==> config.mk <==
export PLATFORM = sky130hd
export DESIGN_NAME = source_text_tokenizer_top
export DESIGN_NICKNAME = d
export VERILOG_FILES = /design/src/rtl/core/stt_pkg.sv /design/src/rtl/core/stt_lexer.sv /design/src/rtl/core/stt_queue.sv /design/src/rtl/core/source_text_tokenizer_top.sv
export SDC_FILE = /design/constraint.sdc
export NUM_CORES = 1
export LEC_CHECK = 0
export BUFFER_PORTS_ARGS = -buffer_cell sky130_fd_sc_hd__buf_2
export CAP_MARGIN = 10
export CORE_MARGIN = 3
export CORE_UTILIZATION = 50
export CTS_BUF_LIST = sky130_fd_sc_hd__clkbuf_2
export CTS_CLUSTER_SIZE = 30
export DETAILED_ROUTE_END_ITERATION = 8
export PLACE_DENSITY_LB_ADDON = 0.25
export REMOVE_ABC_BUFFERS = 1
export SYNTH_ARGS = -nofsm -noshare
export SYNTH_HDL_FRONTEND = slang
export SYNTH_HIERARCHICAL = 1
export SYNTH_SLANG_ARGS = --single-unit
==> constraint.sdc <==
create_clock -name clk_i -period 7.5 [get_ports clk_i]
set_input_delay 0 -clock clk_i [delete_from_list [all_inputs] [get_ports clk_i]]
set_output_delay 0 -clock clk_i [all_outputs]
set_load 0.02 [all_outputs]
==> src/rtl/core/stt_pkg.sv <==
`timescale 1ns / 1ps
// ----------------------------------------------------------------------------
// stt_pkg: shared types, codes and byte classes for the source tokenizer
// Token kinds, error codes, result entry layout and character helpers.
// ----------------------------------------------------------------------------
package stt_pkg;

  localparam int unsigned POSITION_BITS_DEF = 16;
  localparam int unsigned OFFSET_BITS_DEF   = 24;

  // token kinds
  localparam logic [5:0] K_END = 6'd0,  K_INT = 6'd1,  K_FLOAT = 6'd2,  K_CHAR = 6'd3;
  localparam logic [5:0] K_STRING = 6'd4, K_IDENT = 6'd5, K_BOOL = 6'd6;
  localparam logic [5:0] K_TILDE = 6'd7, K_LPAR = 6'd8, K_RPAR = 6'd9, K_LBRACE = 6'd10;
  localparam logic [5:0] K_RBRACE = 6'd11, K_COMMA = 6'd12, K_COLON = 6'd13, K_SEMI = 6'd14;
  localparam logic [5:0] K_PLUS = 6'd15, K_PLUS_EQ = 6'd16, K_MINUS = 6'd17;
  localparam logic [5:0] K_MINUS_EQ = 6'd18, K_ARROW = 6'd19;
  localparam logic [5:0] K_STAR = 6'd20, K_STAR_EQ = 6'd21, K_SLASH = 6'd22;
  localparam logic [5:0] K_SLASH_EQ = 6'd23, K_PCT = 6'd24, K_PCT_EQ = 6'd25;
  localparam logic [5:0] K_AMP = 6'd26, K_AMP_EQ = 6'd27, K_AND = 6'd28;
  localparam logic [5:0] K_PIPE = 6'd29, K_PIPE_EQ = 6'd30, K_OR = 6'd31;
  localparam logic [5:0] K_CARET = 6'd32, K_CARET_EQ = 6'd33;
  localparam logic [5:0] K_GT = 6'd34, K_GE = 6'd35, K_SHR = 6'd36, K_SHR_EQ = 6'd37;
  localparam logic [5:0] K_LT = 6'd38, K_LE = 6'd39, K_SHL = 6'd40, K_SHL_EQ = 6'd41;
  localparam logic [5:0] K_ASSIGN = 6'd42, K_EQ = 6'd43, K_NOT = 6'd44, K_NE = 6'd45;
  localparam logic [5:0] K_LAST_SINGLE = K_SEMI;

  // error codes
  localparam logic [2:0] E_NONE = 3'd0, E_UNHANDLED = 3'd1, E_BAD_DOT = 3'd2;
  localparam logic [2:0] E_CHAR = 3'd3, E_STRING = 3'd4, E_COMMENT = 3'd5;

  // keyword tracker: t-r-u-e runs 1..4, f-a-l-s-e runs 5..9
  localparam logic [3:0] KW_NONE = 4'd0, KW_T = 4'd1, KW_TRUE = 4'd4;
  localparam logic [3:0] KW_F = 4'd5, KW_FALSE = 4'd9;

  localparam logic [7:0] CH_NUL = 8'h00, CH_LF = 8'h0A, CH_DOT = 8'h2E, CH_USCORE = 8'h5F;

  typedef struct packed {
    logic [5:0]  kind;
    logic [2:0]  err;
    logic [15:0] row;
    logic [15:0] col;
    logic [23:0] off;
    logic [15:0] len;
    logic [7:0]  chv;
    logic        last;
  } res_t;

  // results of one accepted byte, from lexer to queue
  typedef struct packed {
    logic [1:0] cnt;
    res_t       r1;
    res_t       r0;
  } lex_out_t;

  function automatic logic is_digit(input logic [7:0] b);
    return b inside {["0":"9"]};
  endfunction

  function automatic logic is_alpha(input logic [7:0] b);
    return b inside {["a":"z"], ["A":"Z"]};
  endfunction

  function automatic logic is_space(input logic [7:0] b);
    return b inside {" ", [8'd9:8'd13]};
  endfunction

  function automatic logic [5:0] single_kind(input logic [7:0] c);
    logic [5:0] k;
    case (c)
      "~": k = K_TILDE;   "(": k = K_LPAR;   ")": k = K_RPAR;
      "{": k = K_LBRACE;  "}": k = K_RBRACE; ",": k = K_COMMA;
      ":": k = K_COLON;   ";": k = K_SEMI;   "+": k = K_PLUS;
      "-": k = K_MINUS;   "*": k = K_STAR;   "/": k = K_SLASH;
      "%": k = K_PCT;     "&": k = K_AMP;    "|": k = K_PIPE;
      "^": k = K_CARET;   ">": k = K_GT;     "<": k = K_LT;
      "=": k = K_ASSIGN;  "!": k = K_NOT;
      default: k = K_END;
    endcase
    return k;
  endfunction

  function automatic logic [5:0] pair_kind(input logic [7:0] c, input logic [7:0] b);
    logic [5:0] k;
    k = K_END;
    if (b == "=") begin
      case (c)
        "+": k = K_PLUS_EQ;  "-": k = K_MINUS_EQ; "*": k = K_STAR_EQ;
        "/": k = K_SLASH_EQ; "%": k = K_PCT_EQ;   "&": k = K_AMP_EQ;
        "|": k = K_PIPE_EQ;  "^": k = K_CARET_EQ; ">": k = K_GE;
        "<": k = K_LE;       "=": k = K_EQ;       "!": k = K_NE;
        default: k = K_END;
      endcase
    end else if (c == "-" && b == ">") begin
      k = K_ARROW;
    end else if (c == "&" && b == "&") begin
      k = K_AND;
    end else if (c == "|" && b == "|") begin
      k = K_OR;
    end
    return k;
  endfunction

  function automatic logic [3:0] next_match(input logic [3:0] m, input logic [7:0] b);
    logic [3:0] n;
    n = KW_NONE;
    case (m)
      4'd1: if (b == "r") n = 4'd2;
      4'd2: if (b == "u") n = 4'd3;
      4'd3: if (b == "e") n = KW_TRUE;
      4'd5: if (b == "a") n = 4'd6;
      4'd6: if (b == "l") n = 4'd7;
      4'd7: if (b == "s") n = 4'd8;
      4'd8: if (b == "e") n = KW_FALSE;
      default: n = KW_NONE;
    endcase
    return n;
  endfunction

endpackage

==> src/rtl/core/stt_lexer.sv <==
`timescale 1ns / 1ps
// ----------------------------------------------------------------------------
// stt_lexer: front end of the tokenizer
// Classifies each byte against the lexer mode and builds up to two results.
// ----------------------------------------------------------------------------
module stt_lexer
  import stt_pkg::*;
#(
  parameter int unsigned POSITION_BITS = POSITION_BITS_DEF,
  parameter int unsigned OFFSET_BITS   = OFFSET_BITS_DEF
) (
  input  logic       clk_i,
  input  logic       rst_ni,
  input  logic       accept_i,
  input  logic [7:0] byte_i,
  input  logic       sot_i,
  output lex_out_t   out_o
);

  localparam logic [3:0] M_IDLE = 4'd0, M_NUMBER = 4'd1, M_IDENT = 4'd2;
  localparam logic [3:0] M_CHAR_OPEN = 4'd3, M_CHAR_CLOSE = 4'd4, M_STRING = 4'd5;
  localparam logic [3:0] M_OP1 = 4'd6, M_OP2 = 4'd7, M_LINE = 4'd8, M_BLOCK = 4'd9;
  localparam logic [3:0] M_DONE = 4'd10;

  logic [3:0]               mode_q, mode_d, e_mode;
  logic [POSITION_BITS-1:0] row_q, row_d, e_row, col_q, col_d, e_col;
  logic [POSITION_BITS-1:0] srow_q, srow_d, e_srow, scol_q, scol_d, e_scol;
  logic [OFFSET_BITS-1:0]   off_q, off_d, e_off, soff_q, soff_d, e_soff;
  logic [15:0]              len_q, len_d, e_len;
  logic                     dot_q, dot_d, e_dot;
  logic [3:0]               kw_q, kw_d, e_kw;
  logic [7:0]               held_q, held_d, e_held;
  logic                     halt_q, halt_d, e_halt;
  logic                     newline, go_idle;
  logic [1:0]               n;
  res_t                     res [2];
  logic [5:0]               k;

  function automatic res_t make_res(input logic [5:0] kind, input logic [2:0] err,
                                    input logic [POSITION_BITS-1:0] row,
                                    input logic [POSITION_BITS-1:0] col,
                                    input logic [OFFSET_BITS-1:0] off,
                                    input logic [15:0] len, input logic [7:0] chv);
    res_t r;
    r.kind = kind;
    r.err  = err;
    r.row  = 16'(row);
    r.col  = 16'(col);
    r.off  = 24'(off);
    r.len  = len;
    r.chv  = chv;
    r.last = 1'b0;
    return r;
  endfunction

  always_comb begin
    // start of text restarts everything before this byte
    if (sot_i) begin
      e_mode = M_IDLE;  e_row = POSITION_BITS'(1); e_col = POSITION_BITS'(1);
      e_off = '0; e_srow = '0; e_scol = '0; e_soff = '0; e_len = '0;
      e_dot = 1'b0; e_kw = KW_NONE; e_held = CH_NUL; e_halt = 1'b0;
    end else begin
      e_mode = mode_q; e_row = row_q; e_col = col_q; e_off = off_q;
      e_srow = srow_q; e_scol = scol_q; e_soff = soff_q; e_len = len_q;
      e_dot = dot_q; e_kw = kw_q; e_held = held_q; e_halt = halt_q;
    end
    mode_d = e_mode; row_d = e_row; col_d = e_col; off_d = e_off;
    srow_d = e_srow; scol_d = e_scol; soff_d = e_soff; len_d = e_len;
    dot_d = e_dot; kw_d = e_kw; held_d = e_held; halt_d = e_halt;
    newline = 1'b0;
    go_idle = 1'b0;
    n = 2'd0;
    res[0] = '0;
    res[1] = '0;
    k = K_END;

    if (!(e_halt || e_mode == M_DONE)) begin
      case (e_mode)
        M_NUMBER: begin
          if (is_digit(byte_i)) begin
            if (len_d != 16'hFFFF) len_d = len_d + 16'd1;
            held_d = byte_i;
          end else if (byte_i == CH_DOT) begin
            if (dot_d) begin
              res[n[0]] = make_res(K_END, E_BAD_DOT, srow_d, scol_d, soff_d, 16'd1, 8'd0);
              n = n + 2'd1;
              halt_d = 1'b1;
            end else begin
              dot_d = 1'b1;
              if (len_d != 16'hFFFF) len_d = len_d + 16'd1;
              held_d = byte_i;
            end
          end else if (held_d == CH_DOT) begin
            res[n[0]] = make_res(K_END, E_BAD_DOT, srow_d, scol_d, soff_d, 16'd1, 8'd0);
            n = n + 2'd1;
            halt_d = 1'b1;
          end else begin
            res[n[0]] = make_res(dot_d ? K_FLOAT : K_INT, E_NONE, srow_d, scol_d, soff_d,
                                 len_d, 8'd0);
            n = n + 2'd1;
            go_idle = 1'b1;
          end
        end
        M_IDENT: begin
          if (is_alpha(byte_i) || is_digit(byte_i) || byte_i == CH_USCORE) begin
            if (len_d != 16'hFFFF) len_d = len_d + 16'd1;
            kw_d = next_match(kw_d, byte_i);
          end else begin
            res[n[0]] = make_res((kw_d == KW_TRUE || kw_d == KW_FALSE) ? K_BOOL : K_IDENT,
                                 E_NONE, srow_d, scol_d, soff_d, len_d, 8'd0);
            n = n + 2'd1;
            go_idle = 1'b1;
          end
        end
        M_CHAR_OPEN: begin
          if (byte_i == CH_NUL) begin
            res[n[0]] = make_res(K_END, E_CHAR, e_row, e_col, e_off, 16'd1, 8'd0);
            n = n + 2'd1;
            halt_d = 1'b1;
          end else begin
            held_d = byte_i;
            mode_d = M_CHAR_CLOSE;
          end
        end
        M_CHAR_CLOSE: begin
          if (byte_i == "'") begin
            res[n[0]] = make_res(K_CHAR, E_NONE, srow_d, scol_d, soff_d, 16'd3, held_d);
            n = n + 2'd1;
            mode_d = M_IDLE;
          end else begin
            res[n[0]] = make_res(K_END, E_CHAR, e_row, e_col, e_off, 16'd1, 8'd0);
            n = n + 2'd1;
            halt_d = 1'b1;
          end
        end
        M_STRING: begin
          if (byte_i == "\"") begin
            res[n[0]] = make_res(K_STRING, E_NONE, srow_d, scol_d, soff_d, len_d, 8'd0);
            n = n + 2'd1;
            mode_d = M_IDLE;
          end else if (byte_i == CH_NUL) begin
            res[n[0]] = make_res(K_END, E_STRING, e_row, e_col, e_off, 16'd1, 8'd0);
            n = n + 2'd1;
            halt_d = 1'b1;
          end else if (len_d != 16'hFFFF) begin
            len_d = len_d + 16'd1;
          end
        end
        M_OP1: begin
          k = pair_kind(held_d, byte_i);
          if (held_d == "/" && byte_i == "/") begin
            mode_d = M_LINE;
          end else if (held_d == "/" && byte_i == "*") begin
            mode_d = M_BLOCK;
            dot_d  = 1'b0;
          end else if ((held_d == ">" || held_d == "<") && byte_i == held_d) begin
            mode_d = M_OP2;
          end else if (k != K_END) begin
            res[n[0]] = make_res(k, E_NONE, srow_d, scol_d, soff_d, 16'd2, 8'd0);
            n = n + 2'd1;
            mode_d = M_IDLE;
          end else begin
            res[n[0]] = make_res(single_kind(held_d), E_NONE, srow_d, scol_d, soff_d,
                                 16'd1, 8'd0);
            n = n + 2'd1;
            go_idle = 1'b1;
          end
        end
        M_OP2: begin
          if (byte_i == "=") begin
            res[n[0]] = make_res(held_d == ">" ? K_SHR_EQ : K_SHL_EQ, E_NONE, srow_d, scol_d,
                                 soff_d, 16'd3, 8'd0);
            n = n + 2'd1;
            mode_d = M_IDLE;
          end else begin
            res[n[0]] = make_res(held_d == ">" ? K_SHR : K_SHL, E_NONE, srow_d, scol_d,
                                 soff_d, 16'd2, 8'd0);
            n = n + 2'd1;
            go_idle = 1'b1;
          end
        end
        M_LINE: begin
          if (byte_i == CH_LF || byte_i == CH_NUL) go_idle = 1'b1;
        end
        M_BLOCK: begin
          if (byte_i == CH_NUL) begin
            res[n[0]] = make_res(K_END, E_COMMENT, e_row, e_col, e_off, 16'd1, 8'd0);
            n = n + 2'd1;
            halt_d = 1'b1;
          end else if (dot_d && byte_i == "/") begin
            mode_d = M_IDLE;
          end else begin
            dot_d = (byte_i == "*");
          end
        end
        default: go_idle = 1'b1;
      endcase

      // byte starts something new (or ends the text)
      if (go_idle) begin
        mode_d = M_IDLE;
        k = single_kind(byte_i);
        if (byte_i == CH_NUL) begin
          res[n[0]] = make_res(K_END, E_NONE, e_row, e_col, e_off, 16'd0, 8'd0);
          n = n + 2'd1;
          mode_d = M_DONE;
        end else if (is_space(byte_i)) begin
          newline = (byte_i == CH_LF);
        end else if (is_digit(byte_i) || byte_i == CH_DOT) begin
          srow_d = e_row; scol_d = e_col; soff_d = e_off; len_d = 16'd1;
          mode_d = M_NUMBER;
          dot_d  = (byte_i == CH_DOT);
          held_d = byte_i;
        end else if (is_alpha(byte_i) || byte_i == CH_USCORE) begin
          srow_d = e_row; scol_d = e_col; soff_d = e_off; len_d = 16'd1;
          mode_d = M_IDENT;
          kw_d = (byte_i == "t") ? KW_T : (byte_i == "f") ? KW_F : KW_NONE;
        end else if (byte_i == "'") begin
          srow_d = e_row; scol_d = e_col; soff_d = e_off; len_d = 16'd1;
          mode_d = M_CHAR_OPEN;
        end else if (byte_i == "\"") begin
          srow_d = e_row; scol_d = e_col; soff_d = e_off; len_d = 16'd0;
          mode_d = M_STRING;
        end else if (k == K_END) begin
          res[n[0]] = make_res(K_END, E_UNHANDLED, e_row, e_col, e_off, 16'd1, 8'd0);
          n = n + 2'd1;
          halt_d = 1'b1;
        end else begin
          srow_d = e_row; scol_d = e_col; soff_d = e_off; len_d = 16'd1;
          if (k <= K_LAST_SINGLE) begin
            res[n[0]] = make_res(k, E_NONE, e_row, e_col, e_off, 16'd1, 8'd0);
            n = n + 2'd1;
          end else begin
            mode_d = M_OP1;
            held_d = byte_i;
          end
        end
      end

      if (newline) begin
        if (e_row != '1) row_d = e_row + POSITION_BITS'(1);
        col_d = POSITION_BITS'(1);
      end else if (e_col != '1) begin
        col_d = e_col + POSITION_BITS'(1);
      end
      if (e_off != '1) off_d = e_off + OFFSET_BITS'(1);
    end

    if (n == 2'd2) res[1].last = 1'b1;
    else           res[0].last = 1'b1;
  end

  assign out_o.cnt = n;
  assign out_o.r0  = res[0];
  assign out_o.r1  = res[1];

  always_ff @(posedge clk_i or negedge rst_ni) begin
    if (!rst_ni) begin
      mode_q <= M_IDLE; row_q <= POSITION_BITS'(1); col_q <= POSITION_BITS'(1);
      off_q <= '0; srow_q <= '0; scol_q <= '0; soff_q <= '0; len_q <= '0;
      dot_q <= 1'b0; kw_q <= KW_NONE; held_q <= CH_NUL; halt_q <= 1'b0;
    end else if (accept_i) begin
      mode_q <= mode_d; row_q <= row_d; col_q <= col_d; off_q <= off_d;
      srow_q <= srow_d; scol_q <= scol_d; soff_q <= soff_d; len_q <= len_d;
      dot_q <= dot_d; kw_q <= kw_d; held_q <= held_d; halt_q <= halt_d;
    end
  end

endmodule

==> src/rtl/core/stt_queue.sv <==
`timescale 1ns / 1ps
// ----------------------------------------------------------------------------
// stt_queue: result queue and output side of the tokenizer
// With room takes 0-2 results per cycle; hands out one per cycle when ready.
// ----------------------------------------------------------------------------
module stt_queue
  import stt_pkg::*;
(
  input  logic     clk_i,
  input  logic     rst_ni,
  input  logic     push_i,
  input  lex_out_t in_i,
  output logic     room_o,
  output logic     valid_o,
  input  logic     ready_i,
  output res_t     head_o
);

  localparam int unsigned DEPTH = 4;
  localparam int unsigned AW    = $clog2(DEPTH);

  res_t          mem_q [DEPTH];
  logic [AW-1:0] wp_q, rp_q;
  logic [AW:0]   count_q, count_d;
  logic [1:0]    push_cnt;
  logic          pop;

  assign push_cnt = push_i ? in_i.cnt : 2'd0;
  assign pop      = valid_o && ready_i;
  assign valid_o  = (count_q != '0);
  assign head_o   = mem_q[rp_q];
  // room for the worst case of two results from one byte
  assign room_o   = (count_q <= (AW + 1)'(DEPTH - 2));
  assign count_d  = count_q + (AW + 1)'(push_cnt) - (AW + 1)'(pop);

  always_ff @(posedge clk_i) begin
    if (push_cnt != 2'd0) mem_q[wp_q] <= in_i.r0;
    if (push_cnt == 2'd2) mem_q[wp_q + AW'(1)] <= in_i.r1;
  end

  always_ff @(posedge clk_i or negedge rst_ni) begin
    if (!rst_ni) begin
      wp_q    <= '0;
      rp_q    <= '0;
      count_q <= '0;
    end else begin
      wp_q    <= wp_q + AW'(push_cnt);
      rp_q    <= rp_q + AW'(pop);
      count_q <= count_d;
    end
  end

  a_no_overflow : assert property (@(posedge clk_i) disable iff (!rst_ni)
    count_q <= (AW + 1)'(DEPTH))
    else $error("result queue overflow");

  a_push_fits : assert property (@(posedge clk_i) disable iff (!rst_ni)
    (push_cnt != 2'd0) |-> room_o)
    else $error("push without room");

  a_count_track : assert property (@(posedge clk_i) disable iff (!rst_ni)
    (push_cnt == 2'd0 && pop) |=> (count_q == $past(count_q) - (AW + 1)'(1)))
    else $error("count lost a pop");

endmodule

==> src/rtl/core/source_text_tokenizer_top.sv <==
`timescale 1ns / 1ps
// ----------------------------------------------------------------------------
// source_text_tokenizer_top: streaming C-like lexer, one byte per item
// Lexer front end feeding a four-entry result queue.
// ----------------------------------------------------------------------------
// Results are registered: each is written into the result queue when the byte
// that completes it is accepted and presented from the queue head. One byte
// per cycle is taken; input ready drops while fewer than two queue entries are
// free. A byte causing two results is absorbed by the four-entry result queue.
// Reset: asynchronous, active low; lexer idle at row 1, column 1, queue empty.
module source_text_tokenizer_top
  import stt_pkg::*;
#(
  parameter int unsigned POSITION_BITS = POSITION_BITS_DEF,
  parameter int unsigned OFFSET_BITS   = OFFSET_BITS_DEF
) (
  input  logic        clk_i,
  input  logic        rst_ni,
  input  logic        s_axis_tvalid_i,
  output logic        s_axis_tready_o,
  input  logic [7:0]  s_axis_tdata_i,   // [7:0] text_byte
  input  logic        s_axis_tuser_i,   // [0] start_of_text
  output logic        m_axis_tvalid_o,
  input  logic        m_axis_tready_i,
  // [2:0] error_code, [18:3] start_row, [34:19] start_column,
  // [58:35] start_offset, [74:59] token_length, [82:75] char_value, [87:83] zero
  output logic [87:0] m_axis_tdata_o,
  output logic [5:0]  m_axis_tuser_o,   // [5:0] token_kind
  output logic        m_axis_tlast_o
);

  lex_out_t lex_out;
  res_t     head;
  logic     accept;

  assign accept = s_axis_tvalid_i && s_axis_tready_o;

  stt_lexer #(
    .POSITION_BITS(POSITION_BITS),
    .OFFSET_BITS  (OFFSET_BITS)
  ) u_lexer (
    .clk_i   (clk_i),
    .rst_ni  (rst_ni),
    .accept_i(accept),
    .byte_i  (s_axis_tdata_i),
    .sot_i   (s_axis_tuser_i),
    .out_o   (lex_out)
  );

  stt_queue u_queue (
    .clk_i  (clk_i),
    .rst_ni (rst_ni),
    .push_i (accept),
    .in_i   (lex_out),
    .room_o (s_axis_tready_o),
    .valid_o(m_axis_tvalid_o),
    .ready_i(m_axis_tready_i),
    .head_o (head)
  );

  assign m_axis_tdata_o = {5'd0, head.chv, head.len, head.off, head.col, head.row, head.err};
  assign m_axis_tuser_o = head.kind;
  assign m_axis_tlast_o = head.last;

endmodule

# ---- After elaboration in Yosys (flattened, before gate mapping)
# Memories as Yosys holds them, arrays and structs flattened.
# Index checks and enable logic that the tools add are counted.
dict set report op_classes {
  add_sub_neg 10
  n_eq_ne 81
  multipliers 0
  bitwise_logic 1
  div 0
  shift 0
  mux 238
  reduce_logical 32
  order_cmp 12
}
# cell count
set ops {}
lappend ops {{2-to-1 mux 180 bit} 10}
lappend ops {{2-to-1 mux 90 bit} 12}
lappend ops {{2-to-1 mux 16 bit} 45}
lappend ops {{one-hot mux 90 bit (8 select lines)} 1}
lappend ops {{bitwise mux 180 bit} 3}
lappend ops {{2-to-1 mux 24 bit} 13}
lappend ops {{equality test 8 x 6 -> 1 bit (second input constant)} 35}
lappend ops {{one-hot mux 6 bit (20 select lines)} 2}
lappend ops {{2-to-1 mux 84 bit} 2}
lappend ops {{2-to-1 mux 83 bit} 2}
lappend ops {{equality test 8 x 7 -> 1 bit (second input constant)} 19}
lappend ops {{2-to-1 mux 4 bit} 34}
lappend ops {{2-to-1 mux 8 bit} 15}
lappend ops {{demux 90 bit (select 1 bit)} 1}
lappend ops {{2-to-1 mux 86 bit} 1}
lappend ops {{one-hot mux 6 bit (12 select lines)} 1}
lappend ops {{2-to-1 mux 1 bit} 55}
lappend ops {{adder 16 x 1 -> 16 bit (second input constant)} 3}
lappend ops {{!= test 16 bit (second input constant)} 3}
lappend ops {{one-hot mux 16 bit (3 select lines)} 1}
lappend ops {{2-to-1 mux 6 bit} 7}
lappend ops {{2-to-1 mux 2 bit} 20}
lappend ops {{equality test 4 x 3 -> 1 bit (second input constant)} 8}
lappend ops {{one-hot mux 4 bit (7 select lines)} 1}
lappend ops {{other kinds (41)} 80}
dict set report word_totals {
  inputBits 13
  word_cells 390
  register_bits 153
  n_memories 1
  mem_bits_ro 0
  latchBits 0
  out_inout_bits 97
  mem_bits_rw 360
}
# name words word_bits rd rd_ports_with_merged_regs write_ports line_no
set mem_list {}
lappend mem_list {u_queue.mem_q 4 90 1 0 2 stt_queue.sv:22} ;# res_t mem_q [DEPTH];

# ---- Logic depth before layout (Yosys ltp)
# Gate-level depths: netlist (run 1).
dict set report depth {
  word_depth 33
  depth_mapped 19
  mapped_depth_nobuf 16
}

# ---- By module
# The synthesis (run 1) kept the hierarchy.
# mod area_each_um2 cells_per_inst n_inst seq_area_each_um2
set modules_own_cells {}
lappend modules_own_cells {stt_queue 17610.6 915 1 10985.5}
lappend modules_own_cells {stt_lexer 11133.2 1410 1 3656.0}
lappend modules_own_cells {source_text_tokenizer_top 47.5 7 1 0.0}

# ---- Least setup slack after synthesis (run 1)
# OpenSTA, ideal clock, no wires.
dict set report synth_timing {
  path_type {register to register}
  start {reg u_lexer.held_q[6]}
  end {mem u_queue/mem_q[1][0] (netlist bit), enable pin}
  synth_period_minus_slack_ns 7.176
  required_ns 6.961
  path_slack_ns 0.324
  stages_incl_launch_ff 16
  path_buffers 3
  setup_ns 0.539
  arrival_ns 6.637
  cell_sequence {dfrtp_1 > buf_2 > or4b_1 > buf_2 > nor4_4 > nor3_1 > nand2b_1 > o211a_2 > a21o_4 > clkbuf_1 > a21oi_1 > a21oi_1 > nor2_1 > mux2_2 > nand2_1 > nor2_1}
}
# item line_no
set synth_lines {}
lappend synth_lines {{start, declared} stt_lexer.sv:32} ;# logic [7:0] held_q, held_d, e_held;
lappend synth_lines {{start signal, assigned} stt_lexer.sv:265} ;# dot_q <= dot_d; kw_q <= kw_d; held_q <= held_d; halt_q <= halt_d;
lappend synth_lines {{end, declared} stt_queue.sv:22}

==> flow_summary.toml, run 1 <==
[status]
status = "finished, final reports clean"

[logic_synthesis]
synthDistinctLibCells = 90
yosys_warnings = 6
dominantRegCellSynth = "edfxtp_1"
synth_top_area_share_pct = 37.5
ys_ff_latch = 513
ys_seq_area_share_pct = 50.9
synth_area_leaders = "edfxtp_1 38%, dfrtp_1 13%, mux2_2 10%"
syn_area_sq_um = 28800
synth-edff-count = 360
synth-async-reset-ratio_pct = 29.8
syn_inst = 2332
synth_area_per_cell_sq_um = 12.3
synth_top_area_cell = "edfxtp_1"

[clock_network]
cts_buffers = 139
clock-sinks = 513
clock_path_buffers = 3
cts_tree = "done"
clkLatencyLatePin_ns = 1.31
cts_setup_buffers = 0
path_clk_slew_ns = 0.08
cts-root-buf = "clkbuf_2"
ctsHtreeMaxLevel = 4

[worst_setup_path]
r2r-start = "u_lexer/held_q[4]"
crit_required_ns = 8.49
startpoint_type = "input pin"
crit_path_max_fanout = 37
crit_path_end_kind = "flop"
critPathKind = "in -> reg"
crit_arrival_ns = 7.04
cp-startpoint = "s_axis_tuser_i"

[pwr]
sequentialPowerShare_pct = 40.7
power_frac_clock_pct = 23.3
switchingPower_uw = 3620
p_sw_share_pct = 39.4
leakagePower_uw = 0.0120
combPwrFrac_pct = 36.0
intPower_uw = 5550
power_density_nw_per_um2 = 290
irDropWorstVdd_mv = 0.228
power_uw = 9170

[place]
dp_hpwl_um = 47900
port_buffers = 104
place_congestion = 0.968

[timing]
relSlewSlack_pct = 22.4
slew_violations = 0
tns_ns = 0
fmax_ghz = 0.165
final-setup-viol-count = 0
worst_pin_slew_ns = 1.16
whs_ns = 0.241
fin_skew_ns = 0.100
period_needed_ns = 6.05
timing.final.crit_share_pct = 80.7
hold_viol_final = 0
rsz0062_at_grt = "no"

[die]
start_util_pct = 50.8
fp.coreArea_sq_um = 56700
rows = 87
die_area_sq_um = 60500
die_w_um = 246
io_pins = 110
die_y_um = 246

[global_route]
grt_max_degree = 63
grt_usage_pct = 26.7
grt-ovfl-total = 0
antenna_found_initial = 2
grt_pass1_wl_um = 124000
grt_pass1_vias = 21600

[job]
cap_viol_max_count = 0

[worst_hold_path]
hold_start = "s_axis_tdata_i[6]"
hp-class = "in -> reg"

[routing]
routedWlPerCell_um = 23.8
vias_per_cell = 6.18
wl_um = 79900
num_vias = 20700
route.detailed.drc = 0
antenna_left = 0
dr.pass1.iters = 5
drtIter0Drc = 1788

[cells_and_area]
layout_common_cells = "360 x edfxtp_1, 265 x mux2_2, 223 x clkbuf_2, 161 x nor2_1, 155 x nand2_1"
drive_gt1_share_pct = 30.0
final_common_cell = "edfxtp_1"
area_growth_pct = 9.70
final_nets = 2509
-- cells by family after synthesis --
group | Yosys count | share of synthesized area [%]
buffers and inverters | 228 | 3.91
other | 2 | 0.0261
and+or+nand+nor | 706 | 12.8
DFF | 513 | 50.9
muxes | 459 | 21.4
adders and majority gates | 9 | 0.417
AOI/OAI and AO/OA | 363 | 9.00
xor gates and xnor gates | 52 | 1.58
-- worst paths after layout --
| path | end | slack (ns) | cells after the start |
|---|---|---|---|
| max | u_queue/mem_q[2][17] | 1.45 | 19 |
| min | u_lexer/kw_q[1] | 0.24 | 6 |
| max reg2reg | u_queue/mem_q[2][17] | 2.12 | 14 |
| min reg2reg | u_lexer/soff_q[17] | 0.51 | 1 |
| max in group asynchronous | u_lexer/scol_q[13] | 6.02 | 6 |
| min in group asynchronous | u_lexer/len_q[11] | 0.27 | 5 |
-- cell type report --
type                       count  area [sq um]
tap                          756           946
sequential                   513         14600
antenna                        1          2.50
fill                        4884         25100
clock buffer                 223          1120
timing repair buffer         184          1290
inverter                      28           105
multi-input combinational   1621         13200
clock inverter                33           269
-- critical path, stage by stage --
cell and delay [ns]:
dlygate4sd3_1 0.51, dlygate4sd3_1 0.53, buf_2 0.33, dlygate4sd3_1 0.85
buf_4 0.49, nand2b_1 0.26, nor2_1 0.17, a221oi_1 0.25
and4_1 0.24, o21a_1 0.33, inv_1 0.08, ha_1 0.32
a22o_1 0.22, a21oi_1 0.18, nor2_1 0.11, nand3b_1 0.36
nor2_4 0.74, buf_4 0.59, mux2_2 0.41
-- flip-flops by register name, summed over array words and instances, names as in the netlist --
name / cells
u_lexer/col_q: 16
u_lexer/dot_q: 1
u_lexer/halt_q: 1
u_lexer/held_q: 8
u_lexer/kw_q: 4
u_lexer/len_q: 16
u_lexer/mode_q: 4
u_lexer/off_q: 24
u_lexer/row_q: 16
u_lexer/scol_q: 16
u_lexer/soff_q: 24
u_lexer/srow_q: 16
u_queue/count_q: 3
u_queue/mem_q: 360
u_queue/rp_q: 2
u_queue/wp_q: 2
-- power by group through the flow --
stage / registers (uW) / clock network [uW] / logic, uW
finish: 3740 / 2130 / 3300
global route: 3790 / 2360 / 3530
CTS: 3740 / 2210 / 3320
detailed placement: 3800 / 0 / 3270
global placement: 3780 / 0 / 3250
floorplan: 3790 / 0 / 2090
-- cells in the mapped netlist, types with 10 or more instances --
cell / instances
a21o_1: 17
a21oi_1: 53
a22o_1: 62
a22oi_1: 58
a31oi_1: 11
and2_1: 75
and3_1: 26
buf_1: 10
buf_2: 84
buf_4: 33
clkbuf_1: 66
dfrtp_1: 151
edfxtp_1: 360
inv_1: 27
mux2_1: 98
mux2_2: 265
mux4_2: 90
nand2_1: 157
nand2b_1: 25
nand3_1: 59
nand4_1: 32
nor2_1: 166
nor2b_1: 25
nor3_1: 52
nor4_1: 10
o21ai_0: 52
o22ai_1: 21
o31ai_1: 14
or3_1: 11
xnor2_1: 27
xor2_1: 25
-- through the flow --
stage,setup WS (ns),instances,area (sq um),util (%)
after CTS,1.67,3358,31600,55.7
final,1.45,3359,31600,55.7
after detailed placement,2.02,3060,29800,52.5
after floorplan,0.0625,2162,27900,-
after global placement,2.10,3060,29800,52.5
after global routing,1.29,3359,31600,55.7
-- timing repair --
item                      CTS  global route
hold buffers               42             0
resized for setup           0             0
hold endpoints to repair  517             0
-- per-layer routing --
layer | wire length [um] | GRT usage [%] | part of all wire (%) | vias to the layer above
met3 | 5110 | 5.86 | 6.4 | 173
met2 | 38900 | 44.0 | 49 | 754
met4 | 2030 | 9.24 | 2.5 | 0
li1 | - | - | - | 9269
met1 | 33800 | 34.9 | 42 | 10600
met5 | 0 | 0 | 0 | -
No activity file was read; power rests on OpenSTA's default activity.
==> run 2, diff against run 1 <==
==> constraint.sdc (replaced) <==
create_clock -name clk_i -period 6.25 [get_ports clk_i]
set_input_delay 0 -clock clk_i [delete_from_list [all_inputs] [get_ports clk_i]]
set_output_delay 0 -clock clk_i [all_outputs]
set_load 0.02 [all_outputs]
==> flow_summary.toml, run 2 (same netlist as run 1, synthesis figures left out) <==
[place]
port_buffers = 104
place_congestion = 0.925
place_area_sq_um = 29900
dp_hpwl_um = 47100
dp_cells = 3065

[clock_network]
path_clk_slew_ns = 0.10
clock-sinks = 513
clkLatencyLatePin_ns = 1.30
cts_resized = 0
holdBufCountCts = 38
cts_setup_buffers = 0
cts_buffers = 135
ctsHtreeMaxLevel = 4
cts_tree = "done"
clock_path_buffers = 3
cts-root-buf = "clkbuf_2"

[cells_and_area]
area_growth_pct = 9.44
final_common_cell = "edfxtp_1"
utilization_pct = 55.6
drive_gt1_share_pct = 29.5
layout_common_cells = "360 x edfxtp_1, 265 x mux2_2, 211 x clkbuf_2, 161 x nor2_1, 155 x nand2_1"
largest-register = "u_queue/mem_q"
fin_area_sq_um = 31500
largest_reg_flops = 360
final_nets = 2506
stdcell_count = 3355
reg.largest.list = "u_queue/mem_q: 360 flops, u_lexer/off_q: 24 flops, u_lexer/soff_q: 24 flops"
fillers = 4876

[die]
start_util_pct = 50.8
die_area_sq_um = 60500
fp.coreArea_sq_um = 56700
rows = 87
die_w_um = 246
io_pins = 110
die_y_um = 246

[timing]
final-setup-viol-count = 0
period_needed_ns = 5.50
tns_ns = 0
slew_violations = 0
relSlewSlack_pct = 29.8
timing.final.crit_share_pct = 88.0
rsz0062_at_grt = "no"
fmax_ghz = 0.182
hold_viol_final = 0
worst_pin_slew_ns = 1.05
fin_skew_ns = 0.0731

[global_route]
grt-ovfl-total = 0
grt_pass1_vias = 21200
grt_pass1_wl_um = 123000
grt_usage_pct = 26.5
grt_max_degree = 78
antenna_found_initial = 3

[worst_setup_path]
crit_required_ns = 7.28
cpMaxStageDelayCell = "or3_4"
crit_path_max_fanout = 52
reg2reg_setup_slack_ns = 0.75
startpoint_type = "flop"
cp_cell_sequence = "nand4bb_1 -> nand2b_1 -> nor4b_2 -> o21a_1 -> inv_1 -> ha_1 -> a22o_1 -> a21oi_1 -> nor2_1 -> nand3b_1 -> or3_4 -> buf_4 -> mux2_1"
crit_path_end_kind = "flop"
critPathKind = "reg -> reg"
slowest_delay_ns = 0.89
crit_arrival_ns = 6.54

[routing]
routedWlPerCell_um = 23.5
route.detailed.drc = 0
drtIter0Drc = 1647
wl_um = 78900
num_vias = 20500
antenna_left = 0
dr.pass1.iters = 6
vias_per_cell = 6.12

[pwr]
leakagePower_uw = 0.0119
power_density_nw_per_um2 = 343
power_uw = 10800
irDropWorstVdd_mv = 0.217

[job]
cap_viol_max_count = 0

[worst_hold_path]
hp-class = "in -> reg"

[status]
status = "finished, final reports clean"
## run 2: metal layers
metal,up-vias,share of wire (%),global-route usage [%]
met1,10300,43,35.9
met2,781,48,42.8
li1,9290,-,-
met5,-,0,0
met4,0,2.2,8.61
met3,135,6.8,5.35
## run 2: critical path: cells and delay by family, from the launching register on
family | cells | cell delay, ns
compound gates | 3 | 0.60
fa+ha+maj | 1 | 0.32
buf+inv | 2 | 0.59
flops | 1 | 0.56
mux | 1 | 0.37
simple gates | 6 | 2.79
## run 2: path summary, 6_finish.rpt
path,from,to,depth (start not counted)
min,s_axis_tvalid_i,u_lexer/row_q[13],5
min reg2reg,u_lexer/srow_q[0],u_lexer/srow_q[0],1
max,u_lexer/held_q[4],u_queue/mem_q[1][75],13
max in group asynchronous,rst_ni,u_lexer/off_q[5],5
min in group asynchronous,rst_ni,u_lexer/held_q[6],5
max reg2reg,u_lexer/held_q[4],u_queue/mem_q[1][75],13
## run 2: where the power goes
group / total (uW) / switching (uW) / internal, uW
Clock: 2360 / 1380 / 974
Sequential: 4450 / 372 / 4080
Combinational: 3990 / 2500 / 1490
Total: 10800 / 4260 / 6540
## run 2: area by class of cell
type / instances / area, sq um / share of cell area [%]
Antenna cell: 8 / 20.0 / 0.0635
Clock buffer: 211 / 1060 / 3.35
Clock inverter: 33 / 184 / 0.584
Inverter: 28 / 105 / 0.334
Multi-Input combinational cell: 1621 / 13200 / 41.9
Sequential cell: 513 / 14600 / 46.5
Tap cell: 756 / 946 / 3.00
Timing Repair Buffer: 185 / 1350 / 4.28
## run 2: stage by stage
stage | setup slack [ns] | hold WS, ns
global placement | 0.969 | 0.0938
CTS | 0.826 | 0.0157
floorplan | -1.19 | -0.296
finish | 0.748 | 0.181
global route | 0.528 | 0.0625
detailed placement | 0.796 | 0.102
